==> src/sv/pva_pkg.sv <==
// Shared constants and types of the polyphonic voice allocator.
package pva_pkg;

	localparam int MAX_VOICES = 8;
	localparam int NUM_NOTES  = 128;
	localparam int VI_W       = 3;
	localparam int NOTE_W     = 7;
	localparam int POS_W      = 8;
	localparam int REL_W      = 16;

	localparam logic [1:0] CMD_TICK   = 2'd0;
	localparam logic [1:0] CMD_ON     = 2'd1;
	localparam logic [1:0] CMD_OFF    = 2'd2;
	localparam logic [1:0] CMD_UNUSED = 2'd3;

	localparam logic [1:0] EV_NONE    = 2'd0;
	localparam logic [1:0] EV_START   = 2'd1;
	localparam logic [1:0] EV_RELEASE = 2'd2;
	localparam logic [1:0] EV_END     = 2'd3;

	typedef logic [MAX_VOICES-1:0][NOTE_W-1:0] voice_note_arr_t;
	typedef logic [MAX_VOICES-1:0][POS_W-1:0]  pos_arr_t;

	// request to the press-order stack
	typedef struct packed {
		logic              start;
		logic              is_on;
		logic [NOTE_W-1:0] note;
	} stk_req_t;

	// stack sweep result
	typedef struct packed {
		logic              done;
		logic              heir_found;
		logic [NOTE_W-1:0] heir;
	} stk_res_t;

endpackage

==> src/sv/pva_stack.sv <==
// Press-order stack: memory plus the read-modify-write sweep over all notes.
module pva_stack (
	input  logic                     clk,
	input  logic                     arst_n,
	input  pva_pkg::stk_req_t        req,
	input  pva_pkg::voice_note_arr_t vnote,
	input  logic [pva_pkg::MAX_VOICES-1:0] vhas,
	output pva_pkg::stk_res_t        res,
	output pva_pkg::pos_arr_t        vpos
);
	import pva_pkg::*;

	typedef enum logic [3:0] {
		S_IDLE  = 4'b0001,
		S_REF   = 4'b0010,
		S_SWEEP = 4'b0100,
		S_DONE  = 4'b1000
	} st_t;

	st_t               state_q;
	logic              is_on_q;
	logic [NOTE_W-1:0] note_q;
	logic [POS_W-1:0]  ref_q;
	logic [NOTE_W-1:0] idx_q;
	logic [POS_W:0]    best_q;
	logic              heir_found_q;
	logic [NOTE_W-1:0] heir_q;
	pos_arr_t          vpos_q;

	logic [POS_W-1:0]  mem [NUM_NOTES];
	logic [NUM_NOTES-1:0] valid_q;
	logic [POS_W-1:0]  rdata_s1;
	logic              rvld_s1;

	logic              rd_en;
	logic [NOTE_W-1:0] rd_addr;
	logic [POS_W-1:0]  cur;
	logic [POS_W-1:0]  new_val;
	logic              in_voice;
	logic              last_idx;

	// read port control
	always_comb begin
		rd_en   = 1'b0;
		rd_addr = req.note;
		case (state_q)
			S_IDLE: begin
				rd_en   = req.start;
				rd_addr = req.note;
			end
			S_REF: begin
				rd_en   = 1'b1;
				rd_addr = '0;
			end
			S_SWEEP: begin
				rd_en   = !last_idx;
				rd_addr = idx_q + 1'b1;
			end
			default: begin
				rd_en   = 1'b0;
			end
		endcase
	end

	assign last_idx = (idx_q == NOTE_W'(NUM_NOTES - 1));
	assign cur      = rvld_s1 ? rdata_s1 : '0;

	// new position of the swept entry
	always_comb begin
		new_val = cur;
		if (is_on_q) begin
			if (idx_q == note_q)
				new_val = POS_W'(1);
			else if (cur != '0 && (ref_q == '0 || cur < ref_q))
				new_val = cur + 1'b1;
		end else begin
			if (idx_q == note_q)
				new_val = '0;
			else if (ref_q != '0 && cur > ref_q)
				new_val = cur - 1'b1;
		end
	end

	// swept note already held by a voice
	always_comb begin
		in_voice = 1'b0;
		for (int v = 0; v < MAX_VOICES; v++)
			if (vhas[v] && vnote[v] == idx_q)
				in_voice = 1'b1;
	end

	// memory with registered read
	always_ff @(posedge clk) begin
		if (rd_en)
			rdata_s1 <= mem[rd_addr];
		if (state_q == S_SWEEP)
			mem[idx_q] <= new_val;
	end

	always_ff @(posedge clk or negedge arst_n) begin
		if (!arst_n) begin
			valid_q <= '0;
			rvld_s1 <= 1'b0;
		end else begin
			if (rd_en)
				rvld_s1 <= valid_q[rd_addr];
			if (state_q == S_SWEEP)
				valid_q[idx_q] <= 1'b1;
		end
	end

	// sweep sequencer
	always_ff @(posedge clk or negedge arst_n) begin
		if (!arst_n) begin
			state_q      <= S_IDLE;
			heir_found_q <= 1'b0;
		end else begin
			case (state_q)
				S_IDLE: begin
					if (req.start) begin
						is_on_q      <= req.is_on;
						note_q       <= req.note;
						heir_found_q <= 1'b0;
						best_q       <= (POS_W+1)'(NUM_NOTES + 1);
						vpos_q       <= '0;
						state_q      <= S_REF;
					end
				end
				S_REF: begin
					ref_q   <= cur;
					idx_q   <= '0;
					state_q <= S_SWEEP;
				end
				S_SWEEP: begin
					if (!is_on_q && new_val != '0 && {1'b0, new_val} < best_q && !in_voice) begin
						best_q       <= {1'b0, new_val};
						heir_q       <= idx_q;
						heir_found_q <= 1'b1;
					end
					for (int v = 0; v < MAX_VOICES; v++)
						if (vhas[v] && vnote[v] == idx_q)
							vpos_q[v] <= new_val;
					if (last_idx)
						state_q <= S_DONE;
					else
						idx_q <= idx_q + 1'b1;
				end
				S_DONE: begin
					state_q <= S_IDLE;
				end
				default: begin
					state_q <= S_IDLE;
				end
			endcase
		end
	end

	assign res.done       = (state_q == S_DONE);
	assign res.heir_found = heir_found_q;
	assign res.heir       = heir_q;
	assign vpos           = vpos_q;

endmodule

==> src/sv/poly_voice_allocator_core.sv <==
// Polyphonic voice allocator with note stealing: voice table, sequencer, ports.
//
// Input stream s_*: one request per item: a frame tick, a note-on or a note-off.
// Output stream m_*: a tick yields one request per voice, voices 0..7 in order,
// tlast on voice 7. Note events yield no output, only state changes.
// cfg_we/cfg_data set the number of usable voices (0 acts as 1, above 8 as 8).
// The block takes one item at a time; s_tready is high only when idle.
// A note-off runs a 128-entry read-modify-write sweep of the press-order memory
// (one entry a cycle) before the next ready. A note-on adds one pass over the
// usable voices (one voice a cycle) and a step to start the chosen voice. A tick
// makes 8 output transfers and then advances the voice table; each voice waits
// in the output register until m_tready takes it, so a stalled receiver just
// holds the block busy. Reset clears the voice table and marks every stack entry
// empty at once; the first item may arrive on the cycle after reset.
module poly_voice_allocator_core (
	input  logic        clk,
	input  logic        arst_n,
	input  logic        cfg_we,
	input  logic [3:0]  cfg_data,      // voices_in_use
	input  logic        s_tvalid,
	output logic        s_tready,
	input  logic [15:0] s_tdata,       // cmd[1:0], note[8:2], velocity[15:9]
	output logic        m_tvalid,
	input  logic        m_tready,
	// voice_index[2:0], sounding[3], note_valid[4], voice_note[11:5],
	// voice_event[13:12], release_frames[29:14], zero[31:30]
	output logic [31:0] m_tdata,
	output logic        m_tlast
);
	import pva_pkg::*;

	typedef enum logic [5:0] {
		T_IDLE  = 6'b000001,
		T_STACK = 6'b000010,
		T_PICK  = 6'b000100,
		T_APPLY = 6'b001000,
		T_EMIT  = 6'b010000,
		T_ADV   = 6'b100000
	} tst_t;

	typedef enum logic [2:0] {
		OP_NONE    = 3'b001,
		OP_START   = 3'b010,
		OP_RELEASE = 3'b100
	} vop_t;

	tst_t              state_q;
	logic [3:0]        cfg_q;
	logic              on_q;
	logic [NOTE_W-1:0] note_q;
	logic [VI_W-1:0]   vi_q;

	// voice table
	logic [MAX_VOICES-1:0]          snd_q;
	logic [MAX_VOICES-1:0]          has_q;
	voice_note_arr_t                vnote_q;
	logic [MAX_VOICES-1:0][1:0]     ev_q;
	logic signed [REL_W-1:0]        rel_q [MAX_VOICES];
	logic [MAX_VOICES-1:0]          rte_q;

	// pick pass state
	logic              mfound_q, ifound_q, rfound_q, afound_q;
	logic [VI_W-1:0]   mv_q, iv_q, rv_q, av_q;
	logic signed [REL_W-1:0] rbest_q;
	logic [POS_W-1:0]  abest_q;

	// output register
	logic              oval_q;
	logic [29:0]       odata_q;
	logic              olast_q;

	stk_req_t          stk_req;
	stk_res_t          stk_res;
	pos_arr_t          vpos;

	logic              acc;
	logic [1:0]        in_cmd;
	logic [NOTE_W-1:0] in_note;
	logic [6:0]        in_vel;
	logic [3:0]        lim_m1;
	logic              pick_end;
	logic              m_hs;
	logic [VI_W-1:0]   ld_idx;
	logic [29:0]       ld_data;
	vop_t              vop;
	logic [VI_W-1:0]   vop_idx;
	logic [NOTE_W-1:0] vop_note;
	logic              off_found;
	logic [VI_W-1:0]   off_v;

	assign in_cmd  = s_tdata[1:0];
	assign in_note = s_tdata[8:2];
	assign in_vel  = s_tdata[15:9];
	assign s_tready = (state_q == T_IDLE);
	assign acc     = s_tvalid && s_tready;
	assign m_hs    = oval_q && m_tready;

	// usable voice count, clamped
	always_comb begin
		if (cfg_q == '0)
			lim_m1 = '0;
		else if (cfg_q > 4'(MAX_VOICES))
			lim_m1 = 4'(MAX_VOICES - 1);
		else
			lim_m1 = cfg_q - 1'b1;
	end
	assign pick_end = ({1'b0, vi_q} == lim_m1);

	assign stk_req.start = acc && (in_cmd == CMD_ON || in_cmd == CMD_OFF) &&
	                       (int'(in_note) < NUM_NOTES);
	assign stk_req.is_on = (in_cmd == CMD_ON) && (in_vel != '0);
	assign stk_req.note  = in_note;

	pva_stack u_stack (
		.clk    (clk),
		.arst_n (arst_n),
		.req    (stk_req),
		.vnote  (vnote_q),
		.vhas   (has_q),
		.res    (stk_res),
		.vpos   (vpos)
	);

	// voice holding the released note
	always_comb begin
		off_found = 1'b0;
		off_v     = '0;
		for (int v = MAX_VOICES - 1; v >= 0; v--)
			if (has_q[v] && vnote_q[v] == note_q) begin
				off_found = 1'b1;
				off_v     = VI_W'(v);
			end
	end

	// voice table update selection
	always_comb begin
		vop      = OP_NONE;
		vop_idx  = '0;
		vop_note = note_q;
		if (state_q == T_STACK && stk_res.done && !on_q && off_found) begin
			vop_idx = off_v;
			if (stk_res.heir_found) begin
				vop      = OP_START;
				vop_note = stk_res.heir;
			end else begin
				vop = OP_RELEASE;
			end
		end else if (state_q == T_APPLY) begin
			vop = OP_START;
			if (mfound_q)
				vop_idx = mv_q;
			else if (ifound_q)
				vop_idx = iv_q;
			else if (rfound_q)
				vop_idx = rv_q;
			else
				vop_idx = av_q;
		end
	end

	// next result to load into the output register
	assign ld_idx = (state_q == T_IDLE) ? '0 : vi_q + 1'b1;
	always_comb begin
		ld_data = {rel_q[ld_idx], ev_q[ld_idx],
		           has_q[ld_idx] ? vnote_q[ld_idx] : NOTE_W'(0),
		           has_q[ld_idx], snd_q[ld_idx], ld_idx};
	end

	// configuration register
	always_ff @(posedge clk or negedge arst_n) begin
		if (!arst_n)
			cfg_q <= 4'(MAX_VOICES);
		else if (cfg_we)
			cfg_q <= cfg_data;
	end

	// sequencer and output register
	always_ff @(posedge clk or negedge arst_n) begin
		if (!arst_n) begin
			state_q <= T_IDLE;
			oval_q  <= 1'b0;
			vi_q    <= '0;
		end else begin
			case (state_q)
				T_IDLE: begin
					if (acc && in_cmd == CMD_TICK) begin
						odata_q <= ld_data;
						olast_q <= (ld_idx == VI_W'(MAX_VOICES - 1));
						oval_q  <= 1'b1;
						vi_q    <= '0;
						state_q <= T_EMIT;
					end else if (stk_req.start) begin
						on_q    <= stk_req.is_on;
						note_q  <= in_note;
						state_q <= T_STACK;
					end
				end
				T_STACK: begin
					if (stk_res.done) begin
						if (on_q) begin
							vi_q     <= '0;
							mfound_q <= 1'b0;
							ifound_q <= 1'b0;
							rfound_q <= 1'b0;
							afound_q <= 1'b0;
							state_q  <= T_PICK;
						end else begin
							state_q <= T_IDLE;
						end
					end
				end
				T_PICK: begin
					if (!mfound_q && has_q[vi_q] && vnote_q[vi_q] == note_q) begin
						mfound_q <= 1'b1;
						mv_q     <= vi_q;
					end
					if (!ifound_q && !snd_q[vi_q]) begin
						ifound_q <= 1'b1;
						iv_q     <= vi_q;
					end
					if (rel_q[vi_q] >= 0 && (!rfound_q || rel_q[vi_q] > rbest_q)) begin
						rfound_q <= 1'b1;
						rbest_q  <= rel_q[vi_q];
						rv_q     <= vi_q;
					end
					if (!afound_q || (has_q[vi_q] ? vpos[vi_q] : POS_W'(0)) > abest_q) begin
						afound_q <= 1'b1;
						abest_q  <= has_q[vi_q] ? vpos[vi_q] : POS_W'(0);
						av_q     <= vi_q;
					end
					if (pick_end)
						state_q <= T_APPLY;
					else
						vi_q <= vi_q + 1'b1;
				end
				T_APPLY: begin
					state_q <= T_IDLE;
				end
				T_EMIT: begin
					if (m_hs) begin
						if (olast_q) begin
							oval_q  <= 1'b0;
							state_q <= T_ADV;
						end else begin
							odata_q <= ld_data;
							olast_q <= (ld_idx == VI_W'(MAX_VOICES - 1));
							vi_q    <= ld_idx;
						end
					end
				end
				T_ADV: begin
					state_q <= T_IDLE;
				end
				default: begin
					state_q <= T_IDLE;
				end
			endcase
		end
	end

	// voice table: note events and end-of-tick advance
	always_ff @(posedge clk or negedge arst_n) begin
		if (!arst_n) begin
			snd_q   <= '0;
			has_q   <= '0;
			vnote_q <= '0;
			ev_q    <= '0;
			rte_q   <= '0;
			for (int v = 0; v < MAX_VOICES; v++)
				rel_q[v] <= -16'sd1;
		end else if (state_q == T_ADV) begin
			for (int v = 0; v < MAX_VOICES; v++) begin
				if (ev_q[v] == EV_END) begin
					snd_q[v]   <= 1'b0;
					has_q[v]   <= 1'b0;
					vnote_q[v] <= '0;
					ev_q[v]    <= EV_NONE;
					rel_q[v]   <= -16'sd1;
					rte_q[v]   <= 1'b0;
				end else begin
					ev_q[v] <= rte_q[v] ? EV_END : EV_NONE;
					if (rel_q[v] >= 0 && !rte_q[v]) begin
						if (rel_q[v] != 16'sh7FFF)
							rel_q[v] <= rel_q[v] + 16'sd1;
						rte_q[v] <= 1'b1;
					end
				end
			end
		end else begin
			case (vop)
				OP_START: begin
					snd_q[vop_idx]   <= 1'b1;
					has_q[vop_idx]   <= 1'b1;
					vnote_q[vop_idx] <= vop_note;
					ev_q[vop_idx]    <= EV_START;
					rel_q[vop_idx]   <= -16'sd1;
					rte_q[vop_idx]   <= 1'b0;
				end
				OP_RELEASE: begin
					ev_q[vop_idx]  <= EV_RELEASE;
					rel_q[vop_idx] <= '0;
					rte_q[vop_idx] <= 1'b1;
				end
				default: begin
				end
			endcase
		end
	end

	assign m_tvalid = oval_q;
	assign m_tdata  = {2'b00, odata_q};
	assign m_tlast  = olast_q;

	// checks
	a_last_on_top: assert property (@(posedge clk) disable iff (!arst_n)
		m_tvalid |-> (m_tlast == (m_tdata[2:0] == VI_W'(MAX_VOICES - 1))))
		else $error("tlast does not match the top voice");

	a_idle_no_out: assert property (@(posedge clk) disable iff (!arst_n)
		s_tready |-> !m_tvalid)
		else $error("output pending while idle");

	a_done_in_stack: assert property (@(posedge clk) disable iff (!arst_n)
		stk_res.done |-> (state_q == T_STACK))
		else $error("stack finished outside a note event");

	a_next_voice: assert property (@(posedge clk) disable iff (!arst_n)
		(m_hs && !m_tlast) |=> (m_tvalid && m_tdata[2:0] == $past(m_tdata[2:0]) + 3'd1))
		else $error("voice order broken");

endmodule

==> config.mk <==
export PLATFORM = sky130hd
export DESIGN_NAME = poly_voice_allocator_core
export DESIGN_NICKNAME = d
export VERILOG_FILES = /design/src/sv/pva_pkg.sv /design/src/sv/pva_stack.sv /design/src/sv/poly_voice_allocator_core.sv
export SDC_FILE = /design/constraint.sdc
export NUM_CORES = 2
export LEC_CHECK = 0
export ABC_AREA = 1
export BUFFER_PORTS_ARGS = -buffer_cell sky130_fd_sc_hd__buf_2
export CELL_PAD_IN_SITES_DETAIL_PLACEMENT = 0
export CELL_PAD_IN_SITES_GLOBAL_PLACEMENT = 1
export CORE_ASPECT_RATIO = 1.25
export CORE_MARGIN = 5
export CORE_UTILIZATION = 30
export CTS_CLUSTER_DIAMETER = 200
export DETAILED_ROUTE_END_ITERATION = 10
export GPL_TIMING_DRIVEN = 0
export HOLD_SLACK_MARGIN = 0.06
export PLACE_DENSITY = 0.52
export SYNTH_ARGS = -nofsm -noshare
export SYNTH_HDL_FRONTEND = slang
export SYNTH_SLANG_ARGS = --single-unit
==> constraint.sdc <==
create_clock -name clk -period 10.2 [get_ports clk]
set_input_delay 2.04 -clock clk [delete_from_list [all_inputs] [get_ports clk]]
set_output_delay 2.04 -clock clk [all_outputs]
set_load 0.01 [all_outputs]
==> flow_summary.ini <==
[logic_synthesis]
synthArstFlopShare_pct = 23.5
synthAdderAreaFrac_pct = 1.02
syn-instance-count = 7344
synth_area_per_cell_um2 = 10.1
synth_xor_area_share_pct = 1.04
syn_area_um2 = 73900
muxShareOfSynthArea_pct = 0
synthSimpleGateAreaFrac_pct = 15.7
synth_top_family_by_area = simple AND/OR/NAND/NOR gates
ys_types = 67
synth.area.top_cells = edfxtp_1 49%, dfrtp_1 8.2%, o21ai_0 7.1%
synth_compound_area_share_pct = 15.2
synth_top_area_share_pct = 49.3
synth_common_cells = 1213 x edfxtp_1, 1055 x o21ai_0, 1047 x nor2_1, 1039 x nand2_1, 464 x inv_1
ys_seq_area_share_pct = 62.1
synth.most_common_cell = edfxtp_1
synthFlopType = edfxtp_1
synth.largest_area_cell = edfxtp_1
ys_warn_count = 0
synth-seq-cells = 1585
synth-edff-count = 1213

[floorplan]
die_x_um = 454
start_util_pct = 30.2
dieArea_um2 = 257000
coreArea_um2 = 245000
die_h_um = 565
pin_count = 60
rows = 203

[routing]
vias_per_cell = 5.40
wl_met1_um = 130000
wire_per_inst_um = 30.8
dr_wl_met3_um = 19800
drt-initial-drc-count = 5992
antenna_left = 0
first_pass_iters = 5
met2_length_um = 165000
wl_um = 340000
top_layer = met4
vias = 59600
drc = 0

[sta]
maxSlewViolCount = 12
rsz0062_at_grt = false
period_minus_slack_ns = 7.34
clock_skew_ns = 0.0814
holdWs_ns = 0.449
hold_viol = 0
setup-violations-final = 0
period_share_pct = 72.0
maxSlewHeadroom_pct = -8.73
tightest_slew_ns = 1.63
max_freq_mhz = 136

[power]
power_mw = 19.5
p_leak_nw = 31.1
p_per_area_nw_per_um2 = 231
ir_drop_mv = 0.150

[outcome]
violations = max-capacitance violations, max-slew violations
status = complete, but fails checks

[clock_network]
postCtsSetupBuffers = 0
h-tree-depth = 4
clock_sink_count = 1585
clk_latency_ns = 0.90
ctsResizeCount = 0
cts_tree = built
clkSlewWorstSetupHoldPaths_ns = 0.06
cts_inserted_buffers = 184
root_buffer = clkbuf_16
clockBufferDepth = 4
cts_hold_buf = 0

[global_route]
grt_pass1_wl_um = 468000
overflow = 0
antenna_found_initial = 13
grt_pass1_vias = 59200
grt_max_degree = 100
grt_usage_pct = 25.8

[worst_hold_path]
hold_class = flop to flop
hold_depth = 0
whs_endpoint = u_stack.heir_q[6]
worstHoldStart = u_stack.idx_q[6]

[placed_design]
hpwl_um = 249000
portBuffers = 57
place.gp.congestion = 0.976

[setup_path]
reg2reg_from = vi_q[0]
crit_path_max_fanout = 16
crit_top_cell = clkbuf_1
crit_chain = clkinv_1 -> clkbuf_1 -> clkbuf_1 -> clkbuf_1 -> o21ai_0 -> a221oi_1 -> a31oi_1 -> ha_1 -> nand2_1 -> inv_1 -> nand4_1 -> o21ai_0 -> nand2_1 -> a21oi_1 -> o21bai_1 -> nor2_2 -> buf_12
crit_slowest_cell = clkbuf_1
worst_r2r_endpoint = rbest_q[10]
path_delay_family = buffers and inverters
critPathArrivalTime_ns = 7.88
rrSetupSlack_ns = 2.86
max_stage_delay_ns = 1.05
path_buf_inv = 6
crit_type = flop to flop
endpoint_kind = flop
crit_path_start_kind = flop
critPathRequiredTime_ns = 10.73
r2r_cells = 17

[finish]
drive_above_1_share_pct = 9.65
nets = 7692
syn2layout_area_growth_pct = 14.4

[flow_run]
drv_cap = 2
routing by layer:
layer / track usage [%] / up-vias
li1: - / 26600
met1: 30.6 / 29800
met2: 44.2 / 2480
met3: 3.59 / 791
met4: 16.1 / 0
met5: 0 / -
worst reg2reg max path: cells and delay by family, from the launching register on:
kind,cells,cell delay [ns]
buffers and inverters,6,3.21
flip-flops,1,0.62
AND/OR/NAND/NOR,4,0.57
adder cells (fa/ha/maj),1,0.38
AO/OA/AOI/OAI,6,2.16
state kept, by name (all words and copies together) (netlist names), 6 cells and up, named ones only:
name,flops
u_stack.valid_q,128
rbest_q,16
u_stack.mem,1024
u_stack.heir_q,7
state_q,6
u_stack.note_q,7
u_stack.rdata_s1,8
odata_q,30
snd_q,8
abest_q,8
vnote_q,56
u_stack.ref_q,8
u_stack.idx_q,7
u_stack.vpos,64
note_q,7
u_stack.best_q,8
has_q,8
how the worst max path moves through the flow:
stage / cells past startpoint / start / endpoint
after CTS: 17 / vi_q[0] / rbest_q[7]
after detailed placement: 17 / vi_q[0] / rbest_q[7]
after global placement: 3 / arst_n / note_q[3]
after floorplan: 23 / u_stack.rvld_s1 / u_stack.heir_q[0]
final: 17 / vi_q[0] / rbest_q[10]
after global routing: 17 / vi_q[0] / rbest_q[6]
report_power, final:
| part | internal (mW) | switching (mW) |
|---|---|---|
| logic | 1.00 | 3.92 |
| clock network | 3.74 | 2.80 |
| registers | 7.90 | 0.137 |
placed cells by master (no fill, tap or decap), drive strengths merged, types with 60 or more instances in the layout:
cell / instances
a21oi: 249
buf: 193
clkbuf: 561
clkinv: 67
dfrtp: 241
dfstp: 131
edfxtp: 1213
ha: 60
inv: 491
nand2: 1061
nand3: 310
nor2: 1072
nor3: 100
o211ai: 233
o21ai: 1074
o221ai: 91
o22ai: 189
or2: 95
xor2: 64
layout make-up:
type	count	area, µm²
clock buffers	249	4970
multi-input cells	4835	24400
repair buffers	76	732
fillers	25100	160000
flip-flops and latches	1585	45900
clock inverters	80	766
inverters	496	1900
plain buffers	429	1810
diodes	6	15.0
well taps	3280	4100
cells by family after synthesis:
family	Yosys count
simple gates	2735
compound gates	1950
flops	1585
buf+inv	925
xor+xnor	88
fa+ha+maj	60
other cells	1
metrics by stage:
| step | instance area [µm²] | setup TNS, ns | instances | util (%) | setup slack (ns) |
|---|---|---|---|---|---|
| 6_report | 84600 | 0 | 11000 | 34.5 | 2.86 |
| 5_1_grt | 84600 | 0 | 11000 | 34.5 | 2.80 |
| 4_1_cts | 84600 | 0 | 11000 | 34.5 | 3.05 |
| 3_5_place_dp | 78900 | 0 | 10700 | 32.2 | 3.11 |
| 3_3_place_gp | 78300 | -893.75 | 10700 | 32.0 | -4.72 |
| 2_1_floorplan | 73900 | 0 | 7345 | - | 4.60 |
Power figures use the tool's default switching activity.
